[src/hdl/hds_ram.sv]
// Generic single-clock RAM with one write port and one registered read port.
// Read-first: a read and write of the same entry in one cycle returns old data.
// No dependencies.
module hds_ram #(
    parameter int WIDTH = 16,
    parameter int DEPTH = 128
) (
    input  logic                     aclk,
    input  logic                     we,
    input  logic [$clog2(DEPTH)-1:0] waddr,
    input  logic [WIDTH-1:0]         wdata,
    input  logic                     re,
    input  logic [$clog2(DEPTH)-1:0] raddr,
    output logic [WIDTH-1:0]         rdata
);

    logic [WIDTH-1:0] mem [DEPTH];

    // Write and registered read share one clock edge.
    always_ff @(posedge aclk) begin
        if (we) begin
            mem[waddr] <= wdata;
        end
        if (re) begin
            rdata <= mem[raddr];
        end
    end

endmodule

[config.mk]
export PLATFORM = sky130hd
export DESIGN_NAME = hds_ram
export DESIGN_NICKNAME = d
export VERILOG_FILES = /design/src/hdl/hds_ram.sv
export SDC_FILE = /design/constraint.sdc
export NUM_CORES = 2
export LEC_CHECK = 0
export BUFFER_PORTS_ARGS = -buffer_cell sky130_fd_sc_hd__buf_2
export CORE_MARGIN = 2
export CORE_UTILIZATION = 45
export CTS_CLUSTER_SIZE = 40
export DETAILED_ROUTE_END_ITERATION = 7
export HOLD_SLACK_MARGIN = 0.15
export PLACE_DENSITY = 0.68
export SETUP_SLACK_MARGIN = 0.4
export SYNTH_ARGS = -nofsm -noshare
export SYNTH_HDL_FRONTEND = slang
export SYNTH_SLANG_ARGS = --single-unit
[constraint.sdc]
create_clock -name aclk -period 4.35 [get_ports aclk]
set_input_delay 0.87 -clock aclk [delete_from_list [all_inputs] [get_ports aclk]]
set_output_delay 0.87 -clock aclk [all_outputs]
set_load 0.01 [all_outputs]
## After elaboration in Yosys (flattened, before gate mapping)

Memories as Yosys holds them, arrays and structs flattened. A register that Yosys moved wholly into a read port is not among the register bits.
Index checks and enable logic that the tools add are counted.

- Memories kept: 1
- Bits in writable memories: 2048
- Bits in latches: 0
- Output and inout bits: 16
- Word-level logic and storage cells: 3
- ROM bits: 0
- Bits in registers: 0

Memories:

| memory | depth | width | rd ports | clocked after Yosys merged registers in | write ports | RTL line | text |
|---|---|---|---|---|---|---|---|
| mem | 128 | 16 | 1 | 1 | 1 | 17 | `logic [WIDTH-1:0] mem [DEPTH];` |

- Reduce and logical (&&, ||, !) cells: 0
- Add/subtract/negate cells: 0
- Eq/ne operators: 0
- $mul: 0
- Muxes and demuxes: 2
- Div/mod/pow operators: 0
- Bitwise logic cells: 0
- Shift-type cells: 0
- $lt $le $gt $ge: 0

Operators with widths:

| kind | count |
|---|---|
| 2-to-1 mux 1 bit | 2 |

## Depth between registers and ports, before layout

- Depth in word-level cells: 2
- Mapped depth: 7
- Depth with buffers taken out: 4

## Least setup slack after synthesis

Ideal clock, no wire load.

- Kind: input -> register
- Start point: input raddr[0]
- End point: register rdata[0] (read register of mem) (data pin)
- Setup slack: 846 ps
- Data required time: 4090 ps
- Cell stages on the path: 6
- Data arrival time: 3245 ps
- Path buffers: 2
- Path through: buf_2 buf_1 mux4_2 mux4_2 mux4_2 mux2_2

RTL lines:

| what | RTL line | text |
|---|---|---|
| from (decl) | 13 | `input logic [$clog2(DEPTH)-1:0] raddr,` |
| to (decl) | 14 | `output logic [WIDTH-1:0] rdata` |

==> summary by stage <==
Detailed routing
The routed design has 191,000 um of wire. The via count normalized by instance count is 6.07. The number of iterations in the first detailed-routing pass is 7. The violation count after the first detailed-route iteration is 4,748.

The antenna violation net count after detailed routing is 0. The DRC violation count after routing is 0. The via count of the routed design is about 36,000. The routed wirelength normalized by instance count is 32.2 um.

Logic synthesis
The netlist area before placement is 78,700 um^2. Dividing the synthesized area by the synthesized cell count gives around 25 um^2. The post-synthesis adder-cell area fraction is 0%. The number of nets in the synthesized netlist is 3,119. After Yosys synthesis, and, or, nand and nor cells account for 0.886% of the synthesized area. The synthesized netlist devotes 0% of its cell area to XOR and XNOR gates. The count of state elements after synthesis is approximately 2,100. The area fraction in compound gates after synthesis is 0%. The largest family of logic cells by synthesized area is multiplexers. The post-synthesis instance total is 3,086.

After synthesis, the share of cell area in mux cells is 19.5%. The number of distinct library cells after synthesis is 16. Sequential cells were found to cover 78.8% of the synthesized design area. The Yosys step of the flow raised 0 warnings.

STA
Final hold analysis gives a worst-case slack of 0.586 ns. The final number of max-transition violations came to 0. The count of endpoints failing setup in the final report is 0.

Setup repair after global routing left no endpoint under its margin. On the final layout, the worst clock skew is about 0.03 ns. The slew at the pin with the worst max-slew slack is 1.20 ns. The time the final worst path needs with I/O delays and setup is 3.24 ns. Based on the critical path, the design can be clocked at up to slightly above 0.3 GHz. Measured against its own limit, the worst slew margin works out to approximately a fifth.

Of the available clock period, the critical path in the final layout requires approximately three quarters. The worst path setup slack after routing is 1.11 ns. The number of failing hold endpoints at the final stage is 0. The post-route setup TNS is 0 ns.

Clock tree
Gates resized during post-CTS repair numbered 0. TritonCTS built the clock tree. In this run the deepest clock path goes through 3 buffers. The total CTS buffers is 193. The number of sinks on the clock net is 2,064. After clock tree synthesis, the setup repair step added 0 buffers. Clock latency on the worst-skew pair, taken at its later pin, is 0.83 ns.

The H-tree generated during clock tree synthesis spans 4 levels. The number of buffers inserted by hold repair at cts is 0. The cell sitting at the root of the clock tree is a sky130_fd_sc_hd__clkbuf_16.

The clock input transition at the sequential cells of the worst setup and hold paths is approximately 0.060 ns.

Worst hold path
The worst hold path startpoint is wdata[12]. The type of the most critical hold path is in2reg.

Worst setup path
Among all stages on the critical path, the largest delay is contributed by sky130_fd_sc_hd__mux4_2. The kind of end point of the critical path is a flip-flop. The most critical setup path has its startpoint at raddr[0]. The startpoint identified for the worst register-to-register timing path is mem[7][12]$_DFFE_PP_.

Traced cell by cell, the critical path runs through buf_8, buf_12, buf_4, mux4_2, mux4_2, mux4_2, mux2_2. The data required time at the worst endpoint is 4.92 ns. STA classifies the critical path startpoint as an input port. The most common cell type on the critical path is sky130_fd_sc_hd__mux4_2. Data arrives at the worst endpoint at 3.81 ns. Along the worst path, the maximum fanout reaches 19. The critical path's largest stage delay is 0.62 ns. The type of the worst setup path is in2reg.

Power
In this run the power spent charging and discharging nets is approximately 0.0085 W. The internal portion of the total power is 0.0320 W. In this run the static leakage power is 27.8 nW.

The combinational cell fraction of total power is 5.2%. The switching share of total power is 21.0%. Of the total power, the clock network draws 40.3%. Summing internal, switching and leakage power gives a little over 0.04 W. In this run the power density over the cells is 449 nW/um^2. Sequential cells account for 54.5% of the total power. Across the VDD grid, the largest voltage drop is around 0.43 mV.

Finish
Leaving out fill and tap cells, the most frequent cells in the layout are 2,064 x sky130_fd_sc_hd__edfxtp_1, 672 x sky130_fd_sc_hd__mux4_2, 261 x sky130_fd_sc_hd__buf_4. The sequential cells in the finished layout cover a total of 62,000 um^2. The area of the multi-input gates is around 16,000 um^2. The layout has 13,200 filler cells. The layout overhead on the synthesized area is 14.5%.

The leading cell type in the layout, fill and taps excluded is sky130_fd_sc_hd__edfxtp_1. The final standard cell area without fillers is about 90,000 um^2. The number of nets in the final layout is 3,481.

The share of cells above drive strength 1 is 37.6%.

Floorplanning
The die height is 422 um. The starting utilization of the core area is 45.3%. The region available for standard cell placement spans 174,000 um^2. The die extent in x is 422 um.

The number of I/O pins is 49. The floorplan has approximately 150 rows. The die covers between 150,000 and 200,000 um^2.

Place
Once placement finished, the instance area stood at 84,000 um^2. The number of buffers added on ports is 48. The worst slack after detailed placement is 0.281 ns. The HPWL after detailed placement is ~110,000 um. At the end of routability-driven placement, the weighted congestion stood at approximately 0.83.

Global route
The global-route wire length before repair is 272,000 um. For this run, the total global-route usage over all layers was measured as 21.5%. The via count of the first global-routing pass was about 36,000.

The initial antenna violation count came to 22. Entering global routing, the biggest net connects 109 pins. The overflow left after global routing is 0.

Outcome
The flow ran to the end, and the final reports show no timing, DRC or antenna violations.

Run
The max-capacitance violation count is 0.
[area by class of cell]
class	count	share of cell area, %
Antenna cell	5	0.0139
Clock buffer	231	5.56
Clock inverter	128	1.20
Multi-Input combinational cell	858	18.0
Sequential cell	2064	68.8
Tap cell	2325	3.23
Timing Repair Buffer	331	3.24
[registers in the layout, summed over array words and instances (netlist names)]
register  flops
mem        2048
rdata        16
[power by group through the flow]
| stage | logic, W | registers [W] | clock network (W) |
|---|---|---|---|
| finish | 0.00211 | 0.0220 | 0.0163 |
| global placement | 0.00209 | 0.0225 | 0 |
| floorplan | 0.00107 | 0.0224 | 0 |
| CTS | 0.00212 | 0.0220 | 0.0165 |
| global route | 0.00220 | 0.0220 | 0.0173 |
| detailed placement | 0.00212 | 0.0225 | 0 |
[per-stage QoR]
step / instances / util [%]
after floorplan: 3086 / -
after global placement: 5578 / 48.3
after detailed placement: 5578 / 48.3
after CTS: 5937 / 51.8
after global routing: 5938 / 51.8
final: 5942 / 51.8
[final timing paths]
| check | end | slack (ns) | cells after the start |
|---|---|---|---|
| worst min register to register | rdata[10]$_DFFE_PP_ | 1.24 | 4 |
| worst min-delay path | mem[119][12]$_DFFE_PP_ | 0.59 | 1 |
| worst max register to register | rdata[12]$_DFFE_PP_ | 1.67 | 4 |
| worst max-delay path | rdata[6]$_DFFE_PP_ | 1.11 | 7 |
[cells in the mapped netlist]
master / number / area share (%)
sky130_fd_sc_hd__edfxtp_1: 2064 / 79
sky130_fd_sc_hd__buf_1: 28 / 0.13
sky130_fd_sc_hd__nor3_1: 9 / 0.057
sky130_fd_sc_hd__buf_6: 1 / 0.014
sky130_fd_sc_hd__mux4_2: 672 / 19
sky130_fd_sc_hd__nor2_1: 122 / 0.58
sky130_fd_sc_hd__nand3_1: 12 / 0.076
sky130_fd_sc_hd__or3_1: 1 / 0.0080
sky130_fd_sc_hd__clkbuf_1: 82 / 0.39
sky130_fd_sc_hd__nand4_1: 3 / 0.024
sky130_fd_sc_hd__nor2b_1: 7 / 0.056
sky130_fd_sc_hd__nand2_1: 14 / 0.067
sky130_fd_sc_hd__nand2b_1: 2 / 0.016
sky130_fd_sc_hd__buf_4: 1 / 0.0095
sky130_fd_sc_hd__mux2_2: 16 / 0.23
sky130_fd_sc_hd__buf_2: 52 / 0.33
[cells by family after synthesis]
logic type,after synthesis
muxes,688
and+or+nand+nor,170
DFF,2064
buffers and inverters,164
[per-layer routing]
metal | share of wire [%] | global-route usage [%]
met1 | 39 | 30.4
met2 | 49 | 34.5
met3 | 8.7 | 3.86
met4 | 3.2 | 6.77
met5 | 0.035 | 0
[critical path, delay by kind of cell]
family,cells,cell delay [ns]
muxes,4,2.07
buffers and inverters,3,0.80
Power figures use the tool's default switching activity.
