[src/hdl/hds_pkg.sv]
// Package of the heat diffusion stencil step: register codes, default sizes,
// fixed field widths and the control word passed into the update pipeline.
// No dependencies.
package hds_pkg;

    // Default sizes handed to the top level parameters.
    localparam int DEF_MAX_WIDTH  = 128;
    localparam int DEF_MAX_HEIGHT = 128;
    localparam int DEF_TEMP_BITS  = 16;

    // Fixed widths of the configuration registers.
    localparam int DIM_BITS       = 8;
    localparam int GAIN_BITS      = 16;
    localparam int CFG_DATA_BITS  = 16;
    localparam int CFG_INDEX_BITS = 2;

    // Smallest grid edge and reset geometry.
    localparam int MIN_DIM = 2;
    localparam logic [DIM_BITS-1:0] RESET_DIM = DIM_BITS'(128);

    // Configuration register indexes.
    typedef enum logic [CFG_INDEX_BITS-1:0] {
        REG_GRID_WIDTH  = 2'd0,
        REG_GRID_HEIGHT = 2'd1,
        REG_GAIN_H      = 2'd2,
        REG_GAIN_V      = 2'd3
    } cfg_reg_t;

    // Control that travels with a stencil through the update pipeline.
    typedef struct packed {
        logic valid;
        logic frame_last;
    } hds_ctl_t;

endpackage

[src/hdl/hds_update.sv]
// Arithmetic pipeline of the stencil: second differences, gain products,
// rounding, centre update, saturation and the output register.
// Depends on hds_pkg.
module hds_update #(
    parameter int TEMP_BITS = hds_pkg::DEF_TEMP_BITS
) (
    input  logic                                 aclk,
    input  logic                                 aresetn,
    input  hds_pkg::hds_ctl_t                    in_ctl,
    input  logic signed [TEMP_BITS-1:0]          west,
    input  logic signed [TEMP_BITS-1:0]          east,
    input  logic signed [TEMP_BITS-1:0]          centre,
    input  logic signed [TEMP_BITS-1:0]          north,
    input  logic signed [TEMP_BITS-1:0]          south,
    input  logic [hds_pkg::GAIN_BITS-1:0]        gain_h,
    input  logic [hds_pkg::GAIN_BITS-1:0]        gain_v,
    output logic                                 advance,
    output logic                                 m_valid,
    input  logic                                 m_ready,
    output logic signed [TEMP_BITS-1:0]          m_new_temp,
    output logic                                 m_saturated,
    output logic                                 m_frame_last
);
    import hds_pkg::*;

    localparam int DIFF_W  = TEMP_BITS + 2;
    localparam int PROD_W  = DIFF_W + GAIN_BITS + 1;
    localparam int SUM_W   = PROD_W + 1;
    localparam int DELTA_W = SUM_W - GAIN_BITS;
    localparam int VAL_W   = DELTA_W + 1;

    hds_ctl_t a_ctl_reg, b_ctl_reg, c_ctl_reg;
    logic signed [DIFF_W-1:0]    a_dh_reg, a_dv_reg;
    logic signed [TEMP_BITS-1:0] a_centre_reg, b_centre_reg, c_centre_reg;
    logic signed [PROD_W-1:0]    b_ph_reg, b_pv_reg;
    logic signed [DELTA_W-1:0]   c_delta_reg;

    logic                        out_valid_reg;
    logic signed [TEMP_BITS-1:0] out_temp_reg;
    logic                        out_sat_reg;
    logic                        out_last_reg;

    logic signed [DIFF_W-1:0]    w_x, e_x, c_x, n_x, s_x;
    logic signed [DIFF_W-1:0]    dh_next, dv_next;
    logic signed [GAIN_BITS:0]   gh_s, gv_s;
    logic signed [PROD_W-1:0]    ph_next, pv_next;
    logic [SUM_W-1:0]            sum_next;
    logic signed [VAL_W-1:0]     val;
    logic                        val_sat;
    logic signed [TEMP_BITS-1:0] temp_next;

    // The whole pipeline moves when the output word is empty or being taken.
    assign advance = !out_valid_reg || m_ready;

    // Second differences along both axes.
    always_comb begin
        w_x     = DIFF_W'(west);
        e_x     = DIFF_W'(east);
        c_x     = DIFF_W'(centre);
        n_x     = DIFF_W'(north);
        s_x     = DIFF_W'(south);
        dh_next = w_x + e_x - (c_x <<< 1);
        dv_next = n_x + s_x - (c_x <<< 1);
    end

    // Gains are unsigned, so they get a zero sign bit before the products.
    always_comb begin
        gh_s    = {1'b0, gain_h};
        gv_s    = {1'b0, gain_v};
        ph_next = PROD_W'(gh_s) * PROD_W'(a_dh_reg);
        pv_next = PROD_W'(gv_s) * PROD_W'(a_dv_reg);
    end

    // Sum the products and round half up to the temperature scale.
    assign sum_next = SUM_W'(b_ph_reg) + SUM_W'(b_pv_reg) + (SUM_W'(1) << (GAIN_BITS - 1));

    // Centre update and saturation to the signed temperature range.
    always_comb begin
        val       = VAL_W'(c_centre_reg) + VAL_W'(c_delta_reg);
        val_sat   = (val[VAL_W-1:TEMP_BITS-1] != '0) && (val[VAL_W-1:TEMP_BITS-1] != '1);
        temp_next = TEMP_BITS'(val);
        if (val_sat) begin
            temp_next = val[VAL_W-1] ? {1'b1, {(TEMP_BITS-1){1'b0}}}
                                     : {1'b0, {(TEMP_BITS-1){1'b1}}};
        end
    end

    // Valid bits of the stages.
    always_ff @(posedge aclk) begin
        if (!aresetn) begin
            a_ctl_reg     <= '0;
            b_ctl_reg     <= '0;
            c_ctl_reg     <= '0;
            out_valid_reg <= 1'b0;
        end else if (advance) begin
            a_ctl_reg     <= in_ctl;
            b_ctl_reg     <= a_ctl_reg;
            c_ctl_reg     <= b_ctl_reg;
            out_valid_reg <= c_ctl_reg.valid;
        end
    end

    // Datapath registers of the stages.
    always_ff @(posedge aclk) begin
        if (advance) begin
            a_dh_reg     <= dh_next;
            a_dv_reg     <= dv_next;
            a_centre_reg <= centre;
            b_ph_reg     <= ph_next;
            b_pv_reg     <= pv_next;
            b_centre_reg <= a_centre_reg;
            c_delta_reg  <= signed'(sum_next[SUM_W-1:GAIN_BITS]);
            c_centre_reg <= b_centre_reg;
            out_temp_reg <= temp_next;
            out_sat_reg  <= val_sat;
            out_last_reg <= c_ctl_reg.frame_last;
        end
    end

    assign m_valid      = out_valid_reg;
    assign m_new_temp   = out_temp_reg;
    assign m_saturated  = out_sat_reg;
    assign m_frame_last = out_last_reg;

endmodule

[config.mk]
export PLATFORM = sky130hd
export DESIGN_NAME = hds_update
export DESIGN_NICKNAME = d
export VERILOG_FILES = /design/src/hdl/hds_pkg.sv /design/src/hdl/hds_update.sv
export SDC_FILE = /design/constraint.sdc
export NUM_CORES = 2
export LEC_CHECK = 0
export ABC_CLOCK_PERIOD_IN_PS = 16200
export BUFFER_PORTS_ARGS = -buffer_cell sky130_fd_sc_hd__buf_4
export CAP_MARGIN = 25
export CORE_MARGIN = 4
export CORE_UTILIZATION = 55
export DETAILED_ROUTE_END_ITERATION = 10
export PLACE_DENSITY = 0.76
export SLEW_MARGIN = 20
export SYNTH_ARGS = -nofsm -noshare
export SYNTH_HDL_FRONTEND = slang
export SYNTH_SLANG_ARGS = --single-unit
export TNS_END_PERCENT = 30
[constraint.sdc]
create_clock -name aclk -period 16.2 [get_ports aclk]
set_clock_uncertainty 0.1 [all_clocks]
set_input_delay 0.81 -clock aclk [delete_from_list [all_inputs] [get_ports aclk]]
set_output_delay 0.81 -clock aclk [all_outputs]
set_load 0.02 [all_outputs]
## Word level (Yosys, flattened, before mapping)

Cells that the tools add are included.

| operators by class | value |
|---|---|
| add/subtract/negate cells | 7 |
| reduce and logical (&&, ||, !) cells | 4 |
| mux-type cells | 2 |
| multiply operators | 2 |
| equal/unequal tests | 1 |

Operator list:

| cell | count |
|---|---|
| $mul 17x18->35 | 2 |
| $add 35x35->36 | 1 |
| $add 36x17->36 const B | 1 |
| $sub 17x17->18 | 2 |
| $add 16x16->17 | 2 |
| $mux 16 | 2 |
| $add 16x20->21 | 1 |
| $ne 6x6->1 const B | 1 |
| $reduce_bool 6->1 | 1 |
| $logic_and 1x1->1 | 1 |
| $logic_not 1->1 | 1 |
| $logic_or 1x1->1 | 1 |

| word-level totals | value |
|---|---|
| register bits | 199 |
| word-level logic and storage cells | 34 |
| bits of input ports | 117 |

## Longest topological paths before layout

| depth | value |
|---|---|
| depth in word-level cells | 4 |
| mapped depth | 24 |

## Least setup slack after synthesis

OpenSTA, ideal clock, no wires.

| timing | value |
|---|---|
| path type | in2reg |
| start point | in m_ready |
| end point | reg out_valid_reg, in the netlist m_valid |
| stages on the path | 3 |
| buffers on the path | 1 |
| data arrival time | 7.056 ns |
| required time | 15.689 ns |
| path slack | 8.633 ns |
| cell sequence | nand2b_1 -> clkbuf_1 -> a21boi_0 |

| on the way | value |
|---|---|
| longest elaborated chain between the ends | 1 |

Ends and longest elaborated chain:

| what | RTL line | source |
|---|---|---|
| start, declared | hds_update.sv:19 | `input logic m_ready,` |
| $logic_or 1x1->1 | hds_update.sv:53 | `assign advance = !out_valid_reg \|\| m_ready;` |
| via advance | hds_update.sv:17 | `output logic advance,` |
| end signal, assigned | hds_update.sv:99 | `out_valid_reg <= c_ctl_reg.valid;` |
| end, declared | hds_update.sv:38 | `logic out_valid_reg;` |

The timed path passes the listed nets, and every way through them passes these cells.
A chain may end at the register's enable or synchronous reset.

## Worst setup path after layout

| timing | value |
|---|---|
| start point | reg a_dh_reg[17] |
| end point | reg b_ph_reg[34], data pin |

| on the way | value |
|---|---|
| longest elaborated chain between the ends | 1 |

Ends and longest elaborated chain:

| what | RTL line | source |
|---|---|---|
| start, declared | hds_update.sv:33 | `logic signed [DIFF_W-1:0] a_dh_reg, a_dv_reg;` |
| start signal, assigned | hds_update.sv:106 | `a_dh_reg <= dh_next;` |
| $mul 17x18->35 | hds_update.sv:70 | `ph_next = PROD_W'(gh_s) * PROD_W'(a_dh_reg);` |
| via ph_next[34] | hds_update.sv:46 | `logic signed [PROD_W-1:0] ph_next, pv_next;` |
| end signal, assigned | hds_update.sv:109 | `b_ph_reg <= ph_next;` |
| end, declared | hds_update.sv:35 | `logic signed [PROD_W-1:0] b_ph_reg, b_pv_reg;` |

The timed path passes the listed nets, and every way through them passes these cells.

==> reports/metrics.csv <==
metric;value;unit
fin crit share;0.429;
GP Congestion;0.877;
Clock transition at path regs;80;ps
top cell type's share of synthesized area;0.369;
vias in the first global route;24800;
FMAX;144;MHz
clock buffer depth;2;
Setup Viol. Count Final;0;
core area;60400;sq um
RSZ-0062 raised after global routing;false;
root buffer cell;clkbuf_16;
Initial Utilization;0.556;
Pins Over Slew Limit;0;
worst rel slew slack;0.363;
# fillers;5095;
H-tree depth;4;
R2R Path Start;a_dh_reg[17];
commonest non-fill, non-tap cell in the layout;inv_1;
Worst-Margin Slew;955;ps
#FFs+latches synth;199;
Die Y;255;um
Worst R2R Setup Slack;9260;ps
Avg Cell Area, Syn;9.69;sq um
WHS Endpoint;b_centre_reg[1];
DR DRC count;0;
yosys warns;0;
minimum clock period;6940;ps
clock tree sinks;199;
CTS Hold Bufs;0;
most frequent cells in the layout;inv_1, fa_1, nand2_1;
Post-synth EDFFs;192;
setup bufs post-CTS;0;
Hold Crit Start;a_centre_reg[1];
fin util;0.594;
leading area contributor after synthesis;fa_1;
detailed placement HPWL;59400;um
Remaining Overflow, GRT;0;
IO Port Bufs;136;
WL/cell;16.7;um
DR iter-0 viols;1602;
data arrival time of the worst path;7060;ps
CP Class;reg -> reg;
multi-input logic area;23800;sq um
largest net degree at the start of global routing;144;
Design Area, Final;35900;sq um
TNS Setup;0;ps
DR pass1 iterations;5;
Worst Hold Path Cells;0;
status;finished, final reports clean;
FFs w/ async S/R, synth;0;
CTS tree;done;
flip-flop and latch area;5910;sq um
DP Area;35200;sq um
top cells by area, synth;fa_1, edfxtp_1, ha_1;
initial antenna violation count;1;
row cnt;90;
post-synthesis sequential area ratio;0.176;
Layout area overhead;6.80;%
n_diodes;0;
Min-Delay Path Class;reg -> reg;
Die Area;65100;sq um
Mapped Area;33600;sq um
vias per inst;5.33;
Final Hold Fails;0;
Synth Flop Type;edfxtp_1;
type of origin of the critical path;flop;
WL final;72100;um
antenna violation net count after detailed routing;0;
reg2reg end;b_ph_reg[34];
Horiz. Die Dim;255;um
I/O pins;137;
number of CTS-inserted buffers;17;
gr usage total;0.235;
layout cell share with drive strength beyond 1;0.0577;
Max-Cap Viols;0;
NumNets Final;4560;
Cell variety after synth;78;
Post-CTS Resized;0;
r2r worst-path depth;19;
CP max FO;16;
worst endpoint required time;16310;ps
via count;23000;
Synth Instances;3464;
Worst-Skew Late Latency;470;ps
element type at the critical path end;flop;
syn_nets;4499;
first-pass GRT wire length;121000;um
-- layer usage --
layer  global-route usage  share of wire  vias up
met5                    0        0.00017        -
met4               0.0875          0.041        2
met3               0.0351          0.055      129
met2                0.402           0.50      651
met1                0.307           0.41    11600
li1                     -              -    10700
-- through the flow --
stage | cells | hold slack (ps) | worst slack [ps]
after global placement | 4288 | 301 | 9260
final | 4320 | 322 | 9260
after CTS | 4320 | 316 | 9280
after detailed placement | 4288 | 305 | 9200
after global routing | 4320 | 319 | 8710
after floorplan | 3464 | 300 | 8630
-- cell type report --
class                      instances  area share
timing repair buffer             139      0.0294
multi-input combinational       2249       0.665
clock buffer                      17      0.0119
clock inverter                    15     0.00569
sequential                       199       0.165
tap                              782      0.0273
inverter                         919      0.0962
-- worst max-delay path, cell delays in order, from the launching register on --
cell and delay (ps):
edfxtp_1 810, nand2_1 270, fa_1 790, fa_1 470, inv_1 80, fa_1 440
fa_1 540, fa_1 500, inv_1 50, fa_1 470, inv_1 40, ha_1 370
nand3_1 120, nor2_1 170, o2111ai_1 190, a31oi_1 410, nor4b_1 150, o41ai_1 440
a21oi_1 140, xnor2_1 130
-- logic make-up after synthesis --
| group | share of synthesized area |
|---|---|
| compound gates | 0.0703 |
| xor+xnor | 0.0326 |
| fa+ha+maj | 0.480 |
| buf+inv | 0.114 |
| flops | 0.176 |
| mux | 0.00238 |
| simple gates | 0.124 |
-- cells in the mapped netlist (11+ instances only) --
master    count
a211oi_1     15
a21o_1       42
a21oi_1      82
a31oi_1      11
and2_1      242
and3_1       11
clkbuf_1     94
edfxtp_1    192
fa_1        619
ha_1        299
inv_1       919
nand2_1     396
nand2b_1     12
nand3_1      26
nor2_1       81
nor2b_1      23
nor3_1       31
o211ai_1     13
o21a_1       16
o21ai_0      49
o21ai_2      11
o21bai_1     14
xnor2_1      88
xor2_1       37
-- worst max-delay path by stage --
| stage | start | cells past startpoint | to | slack [ps] |
|---|---|---|---|---|
| 2_1_floorplan | m_ready | 3 | m_valid | 8630 |
| 3_3_place_gp | gain_h[8] | 22 | b_ph_reg[31] | 9260 |
| 3_5_place_dp | gain_h[2] | 20 | b_ph_reg[31] | 9200 |
| 4_1_cts | a_dh_reg[17] | 17 | b_ph_reg[32] | 9280 |
| 5_1_grt | a_dh_reg[6] | 21 | b_ph_reg[31] | 8710 |
| 6_report | a_dh_reg[17] | 19 | b_ph_reg[34] | 9260 |
Power is left out: the tool's default activity adds up to more than one toggle a clock period on the data nets, which glitch-free logic cannot reach.
